--- src/rtl/core/deq_pkg.sv ---
package deq_pkg;

   // Default sizing of the slot store
   localparam int DEPTH_DEF     = 64;
   localparam int WORD_BITS_DEF = 32;

   // Fixed widths of the item fields
   localparam int OP_BITS     = 3;
   localparam int VALUE_BITS  = 32;
   localparam int STATUS_BITS = 2;
   localparam int COUNT_BITS  = 7;

   // Operation codes carried by an input item
   typedef enum logic [OP_BITS-1:0] {
      OP_NONE      = 3'd0,
      OP_PUSH_HEAD = 3'd1,
      OP_PUSH_TAIL = 3'd2,
      OP_POP_HEAD  = 3'd3,
      OP_POP_TAIL  = 3'd4,
      OP_CLEAR     = 3'd5
   } op_type;

   // Result status codes
   typedef enum logic [STATUS_BITS-1:0] {
      ST_DONE  = 2'd0,
      ST_EMPTY = 2'd1,
      ST_FULL  = 2'd2
   } status_type;

   // Controller states
   typedef enum logic [1:0] {
      S_IDLE,
      S_EXEC,
      S_SETTLE,
      S_EMIT
   } state_type;

   // Commands from controller to datapath
   typedef struct packed {
      logic load;
      logic exec;
      logic emit;
   } cmd_type;

   // Status from datapath to controller
   typedef struct packed {
      logic out_free;
   } flags_type;

endpackage

--- src/rtl/core/deq_ctrl.sv ---
module deq_ctrl (
   input  logic               clock,
   input  logic               reset,
   input  logic               req_tvalid,
   output logic               req_tready,
   input  deq_pkg::flags_type flags,
   output deq_pkg::cmd_type   cmd
);

   deq_pkg::state_type state_ff;
   deq_pkg::state_type state_in;

   // State register
   always_ff @(posedge clock) begin
      if (reset) begin
         state_ff <= deq_pkg::S_IDLE;
      end else begin
         state_ff <= state_in;
      end
   end

   // Next state and commands
   always_comb begin
      state_in   = state_ff;
      req_tready = 1'b0;
      cmd        = '0;
      unique case (state_ff)
         deq_pkg::S_IDLE: begin
            req_tready = 1'b1;
            if (req_tvalid) begin
               cmd.load = 1'b1;
               state_in = deq_pkg::S_EXEC;
            end
         end
         deq_pkg::S_EXEC: begin
            cmd.exec = 1'b1;
            state_in = deq_pkg::S_SETTLE;
         end
         deq_pkg::S_SETTLE: begin
            // wait for the slot reads to follow the new pointers
            state_in = deq_pkg::S_EMIT;
         end
         deq_pkg::S_EMIT: begin
            if (flags.out_free) begin
               cmd.emit = 1'b1;
               state_in = deq_pkg::S_IDLE;
            end
         end
         default: begin
            state_in = deq_pkg::S_IDLE;
         end
      endcase
   end

endmodule

--- src/rtl/core/deq_dpath.sv ---
module deq_dpath #(
   parameter int DEPTH     = deq_pkg::DEPTH_DEF,
   parameter int WORD_BITS = deq_pkg::WORD_BITS_DEF
) (
   input  logic                                clock,
   input  logic                                reset,
   input  deq_pkg::cmd_type                    cmd,
   output deq_pkg::flags_type                  flags,
   input  logic [deq_pkg::OP_BITS-1:0]         req_op,
   input  logic [deq_pkg::VALUE_BITS-1:0]      req_value,
   output logic                                rsp_valid,
   input  logic                                rsp_ready,
   output logic [deq_pkg::VALUE_BITS-1:0]      rsp_popped,
   output logic [deq_pkg::STATUS_BITS-1:0]     rsp_status,
   output logic [deq_pkg::COUNT_BITS-1:0]      rsp_count,
   output logic [deq_pkg::VALUE_BITS-1:0]      rsp_front,
   output logic [deq_pkg::VALUE_BITS-1:0]      rsp_back
);

   localparam int PTR_BITS = (DEPTH > 1) ? $clog2(DEPTH) : 1;
   localparam int CNT_BITS = $clog2(DEPTH + 1);
   localparam logic [PTR_BITS-1:0] PTR_LAST = PTR_BITS'(DEPTH - 1);
   localparam logic [CNT_BITS-1:0] CNT_FULL = CNT_BITS'(DEPTH);

   // Circular slot store
   logic [WORD_BITS-1:0] mem [DEPTH];

   logic [PTR_BITS-1:0]         front_ff, front_in;
   logic [PTR_BITS-1:0]         back_ff, back_in;
   logic [CNT_BITS-1:0]         count_ff, count_in;
   logic [deq_pkg::OP_BITS-1:0] op_ff;
   logic [WORD_BITS-1:0]        value_ff;
   logic [WORD_BITS-1:0]        popped_ff, popped_in;
   deq_pkg::status_type         status_ff, status_in;
   logic [WORD_BITS-1:0]        rd_front_ff;
   logic [WORD_BITS-1:0]        rd_back_ff;
   logic                        wr_en;
   logic [PTR_BITS-1:0]         wr_addr;
   logic                        full;
   logic                        empty;
   logic                        rsp_valid_ff;
   logic [deq_pkg::VALUE_BITS-1:0]  rsp_popped_ff;
   logic [deq_pkg::STATUS_BITS-1:0] rsp_status_ff;
   logic [deq_pkg::COUNT_BITS-1:0]  rsp_count_ff;
   logic [deq_pkg::VALUE_BITS-1:0]  rsp_front_ff;
   logic [deq_pkg::VALUE_BITS-1:0]  rsp_back_ff;

   function automatic logic [PTR_BITS-1:0] ptr_next(input logic [PTR_BITS-1:0] p);
      return (p == PTR_LAST) ? '0 : p + 1'b1;
   endfunction

   function automatic logic [PTR_BITS-1:0] ptr_prev(input logic [PTR_BITS-1:0] p);
      return (p == '0) ? PTR_LAST : p - 1'b1;
   endfunction

   assign full  = (count_ff >= CNT_FULL);
   assign empty = (count_ff == '0);

   // Latch the accepted item
   always_ff @(posedge clock) begin
      if (cmd.load) begin
         op_ff    <= req_op;
         value_ff <= WORD_BITS'(req_value);
      end
   end

   // Execute the operation on pointers, count and store
   always_comb begin
      front_in  = front_ff;
      back_in   = back_ff;
      count_in  = count_ff;
      popped_in = popped_ff;
      status_in = status_ff;
      wr_en     = 1'b0;
      wr_addr   = back_ff;
      if (cmd.exec) begin
         popped_in = '0;
         status_in = deq_pkg::ST_DONE;
         case (op_ff)
            deq_pkg::OP_PUSH_HEAD: begin
               if (full) begin
                  status_in = deq_pkg::ST_FULL;
               end else begin
                  front_in = ptr_prev(front_ff);
                  wr_en    = 1'b1;
                  wr_addr  = ptr_prev(front_ff);
                  count_in = count_ff + 1'b1;
               end
            end
            deq_pkg::OP_PUSH_TAIL: begin
               if (full) begin
                  status_in = deq_pkg::ST_FULL;
               end else begin
                  wr_en    = 1'b1;
                  wr_addr  = back_ff;
                  back_in  = ptr_next(back_ff);
                  count_in = count_ff + 1'b1;
               end
            end
            deq_pkg::OP_POP_HEAD: begin
               if (empty) begin
                  status_in = deq_pkg::ST_EMPTY;
               end else begin
                  popped_in = rd_front_ff;
                  front_in  = ptr_next(front_ff);
                  count_in  = count_ff - 1'b1;
               end
            end
            deq_pkg::OP_POP_TAIL: begin
               if (empty) begin
                  status_in = deq_pkg::ST_EMPTY;
               end else begin
                  popped_in = rd_back_ff;
                  back_in   = ptr_prev(back_ff);
                  count_in  = count_ff - 1'b1;
               end
            end
            deq_pkg::OP_CLEAR: begin
               front_in = '0;
               back_in  = '0;
               count_in = '0;
            end
            default: begin
               // unknown codes only peek
            end
         endcase
      end
   end

   // Pointer and count registers
   always_ff @(posedge clock) begin
      if (reset) begin
         front_ff <= '0;
         back_ff  <= '0;
         count_ff <= '0;
      end else begin
         front_ff <= front_in;
         back_ff  <= back_in;
         count_ff <= count_in;
      end
   end

   // Hold popped word and status until emitted
   always_ff @(posedge clock) begin
      popped_ff <= popped_in;
      status_ff <= status_in;
   end

   // Write the store, read head and tail slots
   always_ff @(posedge clock) begin
      if (wr_en) begin
         mem[wr_addr] <= value_ff;
      end
      rd_front_ff <= mem[front_ff];
      rd_back_ff  <= mem[ptr_prev(back_ff)];
   end

   // Output register
   assign flags.out_free = !rsp_valid_ff || rsp_ready;

   always_ff @(posedge clock) begin
      if (reset) begin
         rsp_valid_ff <= 1'b0;
      end else if (cmd.emit) begin
         rsp_valid_ff <= 1'b1;
      end else if (rsp_ready) begin
         rsp_valid_ff <= 1'b0;
      end
   end

   always_ff @(posedge clock) begin
      if (cmd.emit) begin
         rsp_popped_ff <= deq_pkg::VALUE_BITS'(popped_ff);
         rsp_status_ff <= status_ff;
         rsp_count_ff  <= deq_pkg::COUNT_BITS'(count_ff);
         rsp_front_ff  <= empty ? '0 : deq_pkg::VALUE_BITS'(rd_front_ff);
         rsp_back_ff   <= empty ? '0 : deq_pkg::VALUE_BITS'(rd_back_ff);
      end
   end

   assign rsp_valid  = rsp_valid_ff;
   assign rsp_popped = rsp_popped_ff;
   assign rsp_status = rsp_status_ff;
   assign rsp_count  = rsp_count_ff;
   assign rsp_front  = rsp_front_ff;
   assign rsp_back   = rsp_back_ff;

endmodule

--- src/rtl/core/double_ended_queue.sv ---
// An accepted item is latched, executed, then held while the registered head and
// tail reads of the slot store follow the updated pointers; its result is then loaded
// into the output register once free. The next item is taken only after that load.
// A waiting result does not block acceptance of the next item.
// Reset (synchronous, active high) clears pointers, count and handshake state;
// the slot store is not cleared and needs no clearing pass.
module double_ended_queue #(
   parameter int DEPTH     = deq_pkg::DEPTH_DEF,
   parameter int WORD_BITS = deq_pkg::WORD_BITS_DEF
) (
   input  logic         clock,
   input  logic         reset,
   input  logic         req_tvalid,
   output logic         req_tready,
   input  logic [31:0]  req_tdata,   // push_value[31:0]
   input  logic [2:0]   req_tuser,   // operation[2:0]
   output logic         rsp_tvalid,
   input  logic         rsp_tready,
   output logic [103:0] rsp_tdata,   // popped_value[31:0], entry_count[38:32],
                                     // front_value[70:39], back_value[102:71], zero[103]
   output logic [1:0]   rsp_tuser    // status[1:0]
);

   deq_pkg::cmd_type   cmd;
   deq_pkg::flags_type flags;

   logic [deq_pkg::VALUE_BITS-1:0]  rsp_popped;
   logic [deq_pkg::STATUS_BITS-1:0] rsp_status;
   logic [deq_pkg::COUNT_BITS-1:0]  rsp_count;
   logic [deq_pkg::VALUE_BITS-1:0]  rsp_front;
   logic [deq_pkg::VALUE_BITS-1:0]  rsp_back;

   deq_ctrl u_ctrl (
      .clock      (clock),
      .reset      (reset),
      .req_tvalid (req_tvalid),
      .req_tready (req_tready),
      .flags      (flags),
      .cmd        (cmd)
   );

   deq_dpath #(
      .DEPTH     (DEPTH),
      .WORD_BITS (WORD_BITS)
   ) u_dpath (
      .clock      (clock),
      .reset      (reset),
      .cmd        (cmd),
      .flags      (flags),
      .req_op     (req_tuser),
      .req_value  (req_tdata),
      .rsp_valid  (rsp_tvalid),
      .rsp_ready  (rsp_tready),
      .rsp_popped (rsp_popped),
      .rsp_status (rsp_status),
      .rsp_count  (rsp_count),
      .rsp_front  (rsp_front),
      .rsp_back   (rsp_back)
   );

   // Pack result fields
   assign rsp_tdata = {1'b0, rsp_back, rsp_front, rsp_count, rsp_popped};
   assign rsp_tuser = rsp_status;

endmodule
--- config.mk ---
export PLATFORM = sky130hd
export DESIGN_NAME = double_ended_queue
export DESIGN_NICKNAME = d
export VERILOG_FILES = /design/src/rtl/core/deq_pkg.sv /design/src/rtl/core/deq_ctrl.sv /design/src/rtl/core/deq_dpath.sv /design/src/rtl/core/double_ended_queue.sv
export SDC_FILE = /design/constraint.sdc
export NUM_CORES = 2
export LEC_CHECK = 0
export BUFFER_PORTS_ARGS = -buffer_cell sky130_fd_sc_hd__buf_2
export CAP_MARGIN = 5
export CORE_MARGIN = 3
export CORE_UTILIZATION = 55
export DETAILED_ROUTE_END_ITERATION = 12
export HOLD_SLACK_MARGIN = 0.1
export PLACE_DENSITY = 0.68
export SLEW_MARGIN = 20
export SYNTH_ARGS = -nofsm -noshare
export SYNTH_HDL_FRONTEND = slang
export SYNTH_HIERARCHICAL = 1
export SYNTH_SLANG_ARGS = --single-unit
--- constraint.sdc ---
create_clock -name clock -period 5.6 [get_ports clock]
set_input_delay 0.56 -clock clock [delete_from_list [all_inputs] [get_ports clock]]
set_output_delay 0.56 -clock clock [all_outputs]
set_load 0.005 [all_outputs]
; ---- Word level (Yosys, flattened, before mapping)
; Memory sizes are Yosys's and may differ from the RTL's. A register that Yosys moved wholly into a read port is not among the register bits.
; Index checks and enable logic that the tools add are counted.
[classes]
add_sub_neg = 6
order_cmp = 1
n_eq_ne = 18
muxes = 38
n_reduce_logical = 16
[ops]
columns = op, n
row1 = two-way mux 6 bit, 11
row2 = two-way mux 32 bit, 2
row3 = case mux 32 bit (2 select lines), 1
row4 = case mux 6 bit (3 select lines), 2
row5 = case mux 7 bit (3 select lines), 1
row6 = inequality test 2 bit (second input constant), 8
row7 = two-way mux 1 bit, 14
row8 = two-way mux 7 bit, 2
row9 = adder 6 x 1 -> 6 bit (second input constant), 2
row10 = equality test 6 bit (second input constant), 2
row11 = logical NOT 6 bit, 2
row12 = AND reduction 4 bit, 3
row13 = subtractor 6 x 1 -> 6 bit (second input constant), 2
row14 = nonzero test 3 bit, 3
row15 = case mux 2 bit (4 select lines), 1
row16 = adder 7 x 1 -> 7 bit (second input constant), 1
row17 = >= comparator 7 bit (second input constant), 1
row18 = logical NOT 7 bit, 1
row19 = subtractor 7 x 1 -> 7 bit (second input constant), 1
row20 = equality test 3 x 2 -> 1 bit (second input constant), 2
row21 = equality test 3 bit (second input constant), 2
row22 = two-way mux 2 bit, 3
row23 = equality test 2 bit (second input constant), 2
row24 = case mux 2 bit (2 select lines), 1
row25 = other kinds (8), 9
[totals]
ff_bits = 196
ram_bits = 2048
inputBits = 39
output_inout_bits = 108
elab_cells = 94
memories = 1
[mem_list]
columns = memory, depth, width, rd, rd_clocked_by_memory_dff, wr, line_no
row1 = u_dpath.mem, 64, 32, 2, 2, 1, deq_dpath.sv:26  ; logic [WORD_BITS-1:0] mem [DEPTH];

; ---- Depth between registers and ports, before layout
[depth]
word_depth = 6
depth_mapped = 16
ltp_nobuf = 11

; ---- Cells and area by module
; Netlist, hierarchy kept.
[modules_own_cells]
columns = module, instances, cells_per_inst, area_each_um2, seq_area_each_um2
row1 = deq_dpath, 1, 6728, 104695.4, 68405.6
row2 = deq_ctrl, 1, 19, 171.4, 40.0
row3 = double_ended_queue, 1, 2, 11.3, 0.0

; ---- Worst setup path before layout
; No wires, ideal clock.
[synth_timing]
path_kind = reg2reg
startpoint = register u_ctrl.state_ff[1]
endpoint = memory u_dpath/mem[40][0] in the netlist's numbering (enable)
arrival_ns = 4.246
slack_ns = 0.933
stages_incl_launch_ff = 10
n_path_buf = 1
path_cell_list = dfxtp_1 inv_1 ha_1 nand2_1 nor4_1 buf_2 nor2_1 a21oi_1 nand3_1 nor2_1
[synth_rtl]
columns = item, line_no
row1 = from (decl), deq_ctrl.sv:10  ; deq_pkg::state_type state_ff;
row2 = from (signal assigned), deq_ctrl.sv:16  ; state_ff <= deq_pkg::S_IDLE;
row3 = from (signal assigned), deq_ctrl.sv:18  ; state_ff <= state_in;
row4 = to (decl), deq_dpath.sv:26

; ---- Worst setup path in the final report
[layout_timing]
startpoint = register u_dpath.back_ff[2]
endpoint = register u_dpath.rd_back_ff[13] (read register of u_dpath.mem)
[layout_via]
elab_chain_cells = 2
[layout_rtl]
columns = item, line_no
row1 = from (decl), deq_dpath.sv:29  ; logic [PTR_BITS-1:0] back_ff, back_in;
row2 = from (signal assigned), deq_dpath.sv:138  ; back_ff <= back_in;
row3 = subtractor 6 x 1 -> 6 bit / logical NOT 6 bit (equally long branches), deq_dpath.sv:53  ; return (p == '0) ? PTR_LAST : p - 1'b1;
row4 = two-way mux 6 bit (*), deq_dpath.sv:53
row5 = to (decl), deq_dpath.sv:36  ; logic [WORD_BITS-1:0] rd_back_ff;
; Every way passes the cells marked *; elsewhere a longest branch is shown, timed or not.
; A chain may end at the register's enable or synchronous reset.

==> impl_metrics.toml <==
[synth]
synth_edf_count = 2222
ys_seq_elements = 2308
synth-warning-count = 6
synth_top_area_share_pct = 63.62
syn_avg_cell_area_sq_um = 15.54
synth_area_leader_cell = "edfxtp_1"
synth.distinct_cells = 80
synthFlopType = "edfxtp_1"
yosys-top-cells-area = "edfxtp_1 (64%), mux4_2 (15%), nand2_1 (4.5%)"
synth_cells = 6749
ys_seq_area_share_pct = 65.26
synth_fp_nets = 6803
synthArstFlopShare_pct = 0
syn_area_sq_um = 104900

[detailed_routing]
drc = 0
firstDrtPassIters = 6
ant_nets = 0
via_per_inst = 7.271
wl_per_cell_um = 37.68
first_iter_violations = 12668
vias = 70387
totalWireLength_mm = 364.7

[outcome]
status = "complete, no violations"

[worst_setup_path]
crit_arrival_ps = 5180
cp_common_cell = "buf_12"
timing.rr.end = "u_dpath/rd_back_ff[13]$_DFF_P_"
crit_slowest_cell = "dfxtp_1"
max_stage_delay_ps = 890
r2r_start = "u_dpath/back_ff[2]$_SDFFE_PP0P_"
crit_buf_inv = 3
cp-startpoint = "u_dpath/back_ff[2]$_SDFFE_PP0P_"
cp.required_ps = 6360
cp_max_fo = 101
end_kind = "register"
critPathLaunchType = "register"
r2r_slack_ps = 1180
crit_chain = "nor3_4 > a21oi_4 > buf_12 > buf_12 > buf_4 > mux2i_1 > a32oi_1 > a31oi_1 > nand4_1 > and3_1"
reg2regPathDepth = 10
worstSetupPathType = "register to register"
crit_family = "buffers and inverters"

[power]
internal-power_uw = 33590
pwr-share-comb_pct = 22.1
power.leakage_uw = 0.03692
power_density_nw_per_um2 = 409.0
p_clk_share_pct = 33.6
ir_drop_mv = 0.3793
switching_share_pct = 30.45
seqPwrFrac_pct = 44.3
switchingPower_uw = 14700

[grt]
grt_max_degree = 138
grt_pass1_wl_mm = 507.3
grt_pass1_vias = 66863
antenna_found_initial = 37
grt_use_total_pct = 36.82
gr-total-overflow = 0

[sta]
setup_tns_ps = 0
rsz0062_at_grt = "no"
finClkSkew_ps = 29.52
finalHoldWorstSlack_ps = 366.6
setup_viol = 0
slew_viol_final = 0
layout_setup_ws_ps = 1184
period_needed_ps = 4416
post-route-period-util_pct = 78.86
tightest_slew_ps = 1201
hold_viol = 0
maxSlewHeadroom_pct = 19.61
fmax_mhz = 226.4

[clock_tree]
cts_tree = "built"
clk_latency_ps = 900
clk_pin_slew_worst_paths_ps = 70
cts_resized = 0
clock-root-buffer = "clkbuf_16"
cts_setup_buffers = 0
htree_num_levels = 4
clock_path_buffers = 3
cts_inserted_buffers = 229
cts.sinks = 2308

[place]
pre_cts_ws_ps = 1438
port_buffers = 145
dp_hpwl_mm = 214.3
gp_congestion = 0.9220
placed_cell_area_sq_um = 109600

[min_path]
min_to = "u_dpath/value_ff[22]$_DFFE_PP_"
worstHoldStart = "req_tdata[22]"
min_path_type = "input pin to register"
min_path_cells = 2

[final_layout]
final_cell_mix = "edfxtp_1 (2222), nand2_1 (1257), mux4_2 (684)"
fin_area_sq_um = 118100
layout.nets = 6984
final_layout_size_suffix_gt1_share_pct = 22.68
fill_cells = 13264
areaGrowthSynthToFinish_pct = 12.59
final_common_cell = "edfxtp_1"

[floorplan]
start_util_pct = 55.61
core_area_sq_um = 188600
num_rows = 159
dieArea_sq_um = 196000
io_pins = 147
die_h_um = 442.7
die_w_um = 442.7

[run]
max_cap_violations = 0
[per-stage QoR]
stage,std cells,power (uW),util (%)
after floorplan,6749,27420,-
after global placement,9156,31730,58.12
after detailed placement,9156,31890,58.12
after CTS,9633,47880,62.55
after global routing,9646,49390,62.57
final,9680,48290,62.61
[area by class of cell]
| class | count | area (sq um) | area share, % |
|---|---|---|---|
| Tap cell | 2495 | 3122 | 2.644 |
| Clock inverter | 144 | 1648 | 1.395 |
| Antenna cell | 47 | 117.6 | 0.09960 |
| Multi-Input combinational cell | 3891 | 34220 | 28.98 |
| Timing Repair Buffer | 475 | 4086 | 3.461 |
| Clock buffer | 295 | 6332 | 5.363 |
| Inverter | 25 | 93.84 | 0.07947 |
| Sequential cell | 2308 | 68470 | 57.98 |
[cell families (layout without fill, tap and decap cells)]
family                   count (synthesis)  after routing  share of synthesized area [%]
AO/OA/AOI/OAI                          767            767                          5.057
XOR/XNOR                                14             14                         0.1384
adder cells (fa/ha/maj)                 15             15                         0.1861
buffers and inverters                  550            939                          2.744
flip-flops                            2308           2308                          65.26
multiplexers                          1032           1032                          18.04
other                                    1             48                       0.003576
AND/OR/NAND/NOR                       2062           2062                          8.572
[worst max path at each step]
stage,endpoint,cells after the start,slack (ps)
floorplan,u_dpath/mem[40][0]$_DFFE_PP_,9,930
global placement,u_dpath/rd_back_ff[31]$_DFF_P_,9,1470
detailed placement,u_dpath/rd_back_ff[13]$_DFF_P_,10,1440
CTS,u_dpath/rd_back_ff[13]$_DFF_P_,10,1420
global route,u_dpath/rd_back_ff[13]$_DFF_P_,10,1160
finish,u_dpath/rd_back_ff[13]$_DFF_P_,10,1180
[state kept, by name, summed over array words and instances (netlist names)]
| name | count |
|---|---|
| u_dpath/rd_back_ff | 32 |
| u_dpath/status_ff | 2 |
| u_dpath/count_ff | 7 |
| u_dpath/rsp_valid | 1 |
| u_dpath/rsp_count | 7 |
| u_dpath/rsp_status | 2 |
| u_dpath/popped_ff | 32 |
| u_dpath/back_ff | 6 |
| u_dpath/rsp_front | 32 |
| u_dpath/rd_front_ff | 32 |
| u_dpath/mem | 2048 |
| u_dpath/rsp_popped | 32 |
| u_dpath/op_ff | 3 |
| u_ctrl/state_ff | 2 |
| u_dpath/value_ff | 32 |
| u_dpath/rsp_back | 32 |
| u_dpath/front_ff | 6 |
[what timing repair did]
| item | CTS | global route |
|---|---|---|
| hold buffers | 38 | 0 |
| endpoints found under the setup margin | 0 | 0 |
| endpoints found under the hold margin | 47 | 0 |
[synth_stat cells, drive strengths merged, types with 48 or more instances]
| library cell | count |
|---|---|
| a21oi | 219 |
| mux4 | 684 |
| dfxtp | 86 |
| mux2i | 325 |
| nor2 | 130 |
| nand2 | 1262 |
| buf | 378 |
| a32oi | 152 |
| and2 | 73 |
| nand3 | 348 |
| nand4 | 127 |
| o22ai | 62 |
| o21ai | 48 |
| edfxtp | 2222 |
| a31oi | 69 |
| clkbuf | 147 |
[power by group through the flow]
stage	Clock [uW]	Combinational, uW	Sequential [uW]
finish	16200	10700	21400
floorplan	0	5860	21600
CTS	16300	10300	21300
global route	17100	11000	21400
global placement	0	10100	21600
detailed placement	0	10200	21600
[worst register-to-register path, cell delays in order (launching register included)]
cell and delay [ps]:
dfxtp_1 890, nor3_4 230, a21oi_4 580, buf_12 310, buf_12 510, buf_4 540, mux2i_1 240, a32oi_1 90
a31oi_1 190, nand4_1 350, and3_1 370
[metal layers]
layer	wire length [um]	global-route usage [%]	up-vias	part of all wire (%)
li1	-	-	27400	-
met1	120100	47.48	35083	33
met2	158300	53.34	6513	43
met3	59000	13.48	1355	16
met4	26750	22.65	36	7.3
met5	572	1.294	-	0.16
Power figures use the tool's default switching activity.
